File: src/design/cfr_pkg.sv
// ----------------------------------------------------------------------------
// cfr_pkg
// Shared types and constants for the command frame receiver.
// ----------------------------------------------------------------------------
`default_nettype none

package cfr_pkg;

  localparam int BYTE_W     = 8;
  localparam int COUNT_W    = 5;
  localparam int SETTINGS_W = 15;
  localparam int HEAD_DEPTH = 4;
  localparam int HEAD_IDX_W = 2;

  localparam logic [BYTE_W-1:0]  END_FIRST   = 8'hFE;
  localparam logic [BYTE_W-1:0]  END_SECOND  = 8'hFD;
  localparam logic [COUNT_W-1:0] COUNT_LIMIT = 5'd18;
  localparam logic [COUNT_W-1:0] FRAME_LEN   = 5'd6;

  typedef enum logic [2:0] {
    EV_NONE     = 3'd0,
    EV_REJECT   = 3'd1,
    EV_OVERFLOW = 3'd2,
    EV_STATUS   = 3'd3,
    EV_UPDATE   = 3'd4,
    EV_BOTH     = 3'd5
  } event_t;

  typedef logic [HEAD_DEPTH-1:0][BYTE_W-1:0] head_t;

  // Decision for one byte, handed from the decoder to the state registers.
  typedef struct packed {
    logic               head_we;
    logic [COUNT_W-1:0] count_nxt;
    logic               update;
    event_t             ev;
  } step_t;

endpackage

`default_nettype wire

File: src/design/cfr_in_reg.sv
// ----------------------------------------------------------------------------
// cfr_in_reg
// Input register: holds one received byte until the decode stage takes it.
// ----------------------------------------------------------------------------
`default_nettype none

module cfr_in_reg (
  input  wire logic                      clk,
  input  wire logic                      rst_n,
  input  wire logic                      in_valid,
  output logic                           in_stall,
  input  wire logic [cfr_pkg::BYTE_W-1:0] in_rx_byte,
  input  wire logic                      advance,
  output logic                           byte_valid,
  output logic [cfr_pkg::BYTE_W-1:0]     byte_data
);

  logic                       valid_r;
  logic                       valid_nxt;
  logic [cfr_pkg::BYTE_W-1:0] byte_r;

  // The register refills in the same cycle that its word moves on.
  assign in_stall  = valid_r && !advance;
  assign valid_nxt = in_stall ? valid_r : in_valid;

  always_ff @(posedge clk) begin
    if (!rst_n) begin
      valid_r <= 1'b0;
    end else begin
      valid_r <= valid_nxt;
    end
  end

  always_ff @(posedge clk) begin
    if (in_valid && !in_stall) begin
      byte_r <= in_rx_byte;
    end
  end

  assign byte_valid = valid_r;
  assign byte_data  = byte_r;

endmodule

`default_nettype wire

File: src/design/cfr_decode.sv
// ----------------------------------------------------------------------------
// cfr_decode
// Frame decoder: terminator detection, address and checksum checks, overflow.
// ----------------------------------------------------------------------------
`default_nettype none

module cfr_decode (
  input  wire logic [cfr_pkg::BYTE_W-1:0]  rx_byte,
  input  wire logic [cfr_pkg::BYTE_W-1:0]  prev_byte,
  input  wire logic [cfr_pkg::COUNT_W-1:0] count,
  input  wire cfr_pkg::head_t              head,
  input  wire logic [cfr_pkg::BYTE_W-1:0]  device_address,
  output cfr_pkg::step_t                   step
);

  logic [cfr_pkg::COUNT_W-1:0] cnt_inc;
  logic [cfr_pkg::BYTE_W-1:0]  sum;
  logic [cfr_pkg::BYTE_W-1:0]  neg_sum;
  logic                        term;
  logic                        checked;
  logic                        status;
  logic                        update;

  always_comb begin
    cnt_inc = count + 5'd1;
    sum     = head[0] + head[1] + head[2];
    neg_sum = ~sum + 8'd1;
    // The previous byte belongs to this frame only once the count is nonzero.
    term    = (count != '0) && (prev_byte == cfr_pkg::END_FIRST) &&
              (rx_byte == cfr_pkg::END_SECOND);
    checked = term && (cnt_inc == cfr_pkg::FRAME_LEN) && (head[0] == device_address);
    status  = checked && (head[0] == head[1]) && (head[1] == head[2]) &&
              (head[2] == head[3]);
    update  = checked && (neg_sum == head[3]);

    step.head_we   = (count < 5'(cfr_pkg::HEAD_DEPTH));
    step.update    = update;
    step.count_nxt = cnt_inc;
    step.ev        = cfr_pkg::EV_NONE;

    if (term) begin
      step.count_nxt = '0;
      if (status && update) begin
        step.ev = cfr_pkg::EV_BOTH;
      end else if (status) begin
        step.ev = cfr_pkg::EV_STATUS;
      end else if (update) begin
        step.ev = cfr_pkg::EV_UPDATE;
      end else begin
        step.ev = cfr_pkg::EV_REJECT;
      end
    end else if (cnt_inc > cfr_pkg::COUNT_LIMIT) begin
      step.count_nxt = '0;
      step.ev        = cfr_pkg::EV_OVERFLOW;
    end
  end

endmodule

`default_nettype wire

File: src/design/command_frame_receiver.sv
// ----------------------------------------------------------------------------
// command_frame_receiver
// Counts serial bytes into frames and reports status requests and settings
// updates, one result word for every byte.
// ----------------------------------------------------------------------------
//  Channel | Handshake            | Payload
//  --------+----------------------+------------------------------------------
//  in      | in_valid / in_stall  | in_rx_byte[7:0]
//  out     | out_valid / out_stall| out_frame_event[2:0], out_settings_word[14:0]
//  cfg     | cfg_wr_en            | cfg_wr_data[7:0] (device address)
//
// One byte per cycle is sustained while out_stall is low; an accepted byte goes
// into the input register, then is decoded into the result register.
// The frame state updates in the same cycle that a result is loaded.
// Reset is synchronous and clears the count, the settings word, the address
// and both valid flags. A stall on the output holds the result register and
// backs up into the input register; nothing is dropped.
// ----------------------------------------------------------------------------
`default_nettype none

module command_frame_receiver (
  input  wire logic                          clk,
  input  wire logic                          rst_n,
  input  wire logic                          in_valid,
  output logic                               in_stall,
  input  wire logic [cfr_pkg::BYTE_W-1:0]     in_rx_byte,
  output logic                               out_valid,
  input  wire logic                          out_stall,
  output logic [2:0]                         out_frame_event,
  output logic [cfr_pkg::SETTINGS_W-1:0]     out_settings_word,
  input  wire logic                          cfg_wr_en,
  input  wire logic [cfr_pkg::BYTE_W-1:0]     cfg_wr_data
);

  logic                           byte_valid;
  logic [cfr_pkg::BYTE_W-1:0]     byte_data;
  logic                           out_free;
  logic                           fire;
  cfr_pkg::step_t                 step;

  logic [cfr_pkg::BYTE_W-1:0]     addr_r;
  logic [cfr_pkg::COUNT_W-1:0]    count_r;
  logic [cfr_pkg::BYTE_W-1:0]     prev_r;
  cfr_pkg::head_t                 head_r;
  logic [cfr_pkg::SETTINGS_W-1:0] settings_r;
  logic [cfr_pkg::SETTINGS_W-1:0] settings_nxt;
  logic                           out_valid_r;
  logic                           out_valid_nxt;
  cfr_pkg::event_t                ev_r;

  assign out_free = !out_valid_r || !out_stall;
  assign fire     = byte_valid && out_free;

  cfr_in_reg u_in_reg (
    .clk        (clk),
    .rst_n      (rst_n),
    .in_valid   (in_valid),
    .in_stall   (in_stall),
    .in_rx_byte (in_rx_byte),
    .advance    (out_free),
    .byte_valid (byte_valid),
    .byte_data  (byte_data)
  );

  cfr_decode u_decode (
    .rx_byte        (byte_data),
    .prev_byte      (prev_r),
    .count          (count_r),
    .head           (head_r),
    .device_address (addr_r),
    .step           (step)
  );

  always_comb begin
    settings_nxt = settings_r;
    if (step.update) begin
      settings_nxt = {head_r[1], head_r[2][6:0]};
    end
    out_valid_nxt = out_free ? fire : out_valid_r;
  end

  always_ff @(posedge clk) begin
    if (!rst_n) begin
      addr_r      <= '0;
      count_r     <= '0;
      settings_r  <= '0;
      out_valid_r <= 1'b0;
    end else begin
      if (cfg_wr_en) begin
        addr_r <= cfg_wr_data;
      end
      if (fire) begin
        count_r    <= step.count_nxt;
        settings_r <= settings_nxt;
      end
      out_valid_r <= out_valid_nxt;
    end
  end

  // Frame bytes and the result payload carry no reset.
  always_ff @(posedge clk) begin
    if (fire) begin
      prev_r <= byte_data;
      ev_r   <= step.ev;
      if (step.head_we) begin
        head_r[count_r[cfr_pkg::HEAD_IDX_W-1:0]] <= byte_data;
      end
    end
  end

  assign out_valid         = out_valid_r;
  assign out_frame_event   = ev_r;
  assign out_settings_word = settings_r;

endmodule

`default_nettype wire

File: config.mk
export PLATFORM = sky130hd
export DESIGN_NAME = command_frame_receiver
export DESIGN_NICKNAME = d
export VERILOG_FILES = /design/src/design/cfr_pkg.sv /design/src/design/cfr_in_reg.sv /design/src/design/cfr_decode.sv /design/src/design/command_frame_receiver.sv
export SDC_FILE = /design/constraint.sdc
export NUM_CORES = 1
export LEC_CHECK = 0
export ABC_AREA = 1
export BUFFER_PORTS_ARGS = -buffer_cell sky130_fd_sc_hd__buf_4
export CAP_MARGIN = 40
export CORE_MARGIN = 5
export CORE_UTILIZATION = 45
export CTS_BUF_LIST = sky130_fd_sc_hd__clkbuf_2
export DETAILED_ROUTE_END_ITERATION = 8
export GPL_TIMING_DRIVEN = 0
export HOLD_SLACK_MARGIN = 0.15
export PLACE_DENSITY = 0.66
export SLEW_MARGIN = 0
export SYNTH_ARGS = -nofsm -noshare
export SYNTH_HDL_FRONTEND = slang
export SYNTH_SLANG_ARGS = --single-unit
File: constraint.sdc
create_clock -name clk -period 2.9 [get_ports clk]
set_input_delay 0.29 -clock clk [delete_from_list [all_inputs] [get_ports clk]]
set_output_delay 0.29 -clock clk [all_outputs]
set_load 0.02 [all_outputs]
==> impl_results.md <==
* Setup violations, final at 18
* CTS root buf: clkbuf_2
* Pwr dens at between 400 and 500 nW/um^2
* Storage element area at 2130 sq um
* CP bufs+invs at 5
* Routed via count at 3837
* Clock-pin slew on the worst setup and hold paths at 0.29 ns
* Cell family with most CP delay: adder cells
* H-Tree Level Count at 3
* Antenna Cells at 0
* Critical Setup Path Class: flip-flop to flip-flop
* Uppermost layer routed: met4
* Max incr delay on CP at 0.54 ns
* CP max stage cell: fa_1
* Initial core utilization at 0.462
* CTS tree: done
* Vias in the first global route at between 3000 and 4000
* Hold slack at approximately 0.3 ns
* Clock sink count at 81
* Ports at 41
* Worst Path Arrival at around 3.8 ns
* Fin crit share at 1.15
* TNS Setup at -6.75 ns
* Placed cells at a little over 700
* Setup Skew at 0.0519 ns
* Leak Pwr at 2.55 nW
* Initial antenna violation count at 0
* Chip width at roughly 110 um
* # port buffers at 40
* Most frequent CP cell: nand3_2
* DR WL/cell at 13.4 um
* DP Worst Slack at -0.621 ns
* Maximum VDD drop at 280 uV
* Fmax achieved at ~300 MHz
* Commonest cells after routing, fill and taps aside: nand2_1 (129), inv_1 (96), buf_4 (53)
* CP endpoint kind: flip-flop
* Routed met2 length at 5220 um
* DP HPWL at 7930 um
* WL met1 at 4370 um
* DRC violations left at 0
* Std-Cell Core Area at 9770 sq um
* Synth cell types at 36
* Max FO, Critical Path at 5
* Non-filler instance count after layout at 782
* Startpoint types: flip-flop
* Seq/Total Area, Yosys at 0.472
* Skew-Pair Late Insertion Delay at 0.55 ns
* Reg2Reg Setup Slack at -0.43 ns
* Routed WL at 10500 um
* Largest net degree at the start of global routing at 19
* Worst setup path start: head_r[1]
* Fin. Hold Viols at 0
* Status: finished, violations left
* Unrepaired setup endpoints after global routing: true
* First-pass GRT wire length at 17300 um
* Cell count after synthesis at 553
* Origin of the critical flop-to-flop path: head_r[1]
* Number of DRC markers in iteration 0 at 185
* Final worst path period need at roughly 3.3 ns
* Avg Cell Area, Syn at about 8 sq um
* Avg Vias per Cell at roughly 4.9
* ANT nets after route at 0
* Rows at 36
* Die span in y at 110 um
* Headroom to the max-slew limit at 0.541
* Most common cell after layout, fill and taps aside: nand2_1
* HP Start: cfg_wr_en
* Die area at roughly 12000 sq um
* Final Slew Violations at 0
* Layout cells sized above 1 at 0.206
* Final WS setup at -0.429 ns
* Post-synth net total at roughly 600
* Failing checks: setup timing
* Gpl congestion at ~0.89
* Max cap viols at 0
* Min-delay worst type: input pin to flip-flop
* Area grow syn2layout at 25.5%
* GRT overflow at 0
* Gr usage total at 0.185
* CTS buffer count at 9
* Fillers at a little under 900
* Pre-antenna DRT Iters at 4
* Synthesized area at ~4500 sq um
* Worst path required time at 3.38 ns
* DR WL met3 at 542 um
* Yosys reg bits at 81
* Critical-path cell list: inv_2 > fa_1 > inv_1 > ha_2 > fa_1 > inv_2 > or2_4 > nand3_2 > nand2_2 > nor2_2 > nand3_2 > nor2_2 > nand3_2 > nor2_4 > buf_4 > buf_6 > nand4_1 > nand2_1 > nor2_1
* Area of the multi-input gates at 2100 sq um
* Slew @ Worst Pin at between 0.6 and 0.7 ns
* Max clock buf depth at 2
* Synth warn at 0
* Nets at between 600 and 700
==> report_power, final <==
group,internal [mW],total (mW),switching (mW),leakage (nW)
registers,1.26,1.30,0.0345,0.716
logic,0.155,0.365,0.210,1.76
clock network,0.149,0.606,0.457,0.0756
total,1.57,2.27,0.702,2.55
==> layout make-up <==
| class | instances | share of cell area |
|---|---|---|
| Buffer | 8 | 0.00884 |
| Timing Repair Buffer | 80 | 0.121 |
| Clock buffer | 9 | 0.00795 |
| Clock inverter | 7 | 0.0135 |
| Multi-Input combinational cell | 355 | 0.370 |
| Sequential cell | 81 | 0.376 |
| Inverter | 109 | 0.0722 |
| Tap cell | 133 | 0.0294 |
==> flip-flops by register name (all words and copies together), names as in the netlist <==
register             count
u_in_reg.byte_valid      1
out_valid                1
count_r                  5
prev_r                   8
out_frame_event          3
u_in_reg.byte_data       8
addr_r                   8
out_settings_word       15
head_r                  32
==> synth_stat cells, drive strengths merged <==
library cell | count | area, sq um
xor2 | 2 | 17.5
a21oi | 18 | 93.8
and3 | 2 | 12.5
clkinv | 1 | 3.75
o211ai | 1 | 7.51
inv | 108 | 405
a21o | 1 | 7.51
o2111ai | 2 | 17.5
nand3b | 2 | 15.0
nor3 | 7 | 35.0
nor4 | 1 | 6.26
nand2 | 143 | 542
ha | 19 | 238
edfxtp | 51 | 1530
dfxtp | 30 | 601
fa | 8 | 160
nor2 | 59 | 231
o21bai | 1 | 7.51
or2 | 2 | 12.5
o21ai | 13 | 65.1
a31oi | 1 | 6.26
nand4 | 27 | 169
nand3 | 38 | 218
xnor2 | 8 | 70.1
clkbuf | 4 | 15.0
buf | 4 | 25.0
==> worst min-delay path: cells and delay by family <==
| family | cells | cell delay [ns] |
|---|---|---|
| buffers and inverters | 3 | 0.39 |
| AO/OA/AOI/OAI | 1 | 0.16 |
==> routing by layer <==
layer | vias to the layer above | track usage
li1 | 1952 | -
met1 | 1768 | 0.221
met2 | 93 | 0.323
met3 | 24 | 0.0437
met4 | 0 | 0.0730
met5 | - | 0
==> metrics by stage <==
stage               utilization  total power, mW  cell area (sq um)
floorplan                     -             1.52               4530
global placement          0.512             1.60               5000
detailed placement        0.513             1.61               5020
CTS                       0.564             2.26               5510
global route              0.579             2.39               5660
finish                    0.579             2.27               5660
==> cell families after synthesis <==
logic type	count (synthesis)	synth area share
compound gates	37	0.0455
xor+xnor	10	0.0194
buf+inv	117	0.0995
fa+ha+maj	27	0.0882
flops	81	0.472
simple gates	281	0.275
==> final timing paths <==
check,end,cells past startpoint
max,out_settings_word[11],19
min reg2reg,out_valid,2
max reg2reg,out_settings_word[11],19
min,addr_r[1],4
==> timing repair <==
action | 4_1_cts | 5_1_grt
endpoints found under the hold margin | 23 | 0
hold buffers | 24 | 0
pin swaps | 15 | 12
setup endpoints to repair | 35 | 36
buffers inserted | 10 | 4
cloned | 1 | 0
gates resized for setup | 18 | 38
No activity file was read; power rests on OpenSTA's default activity.
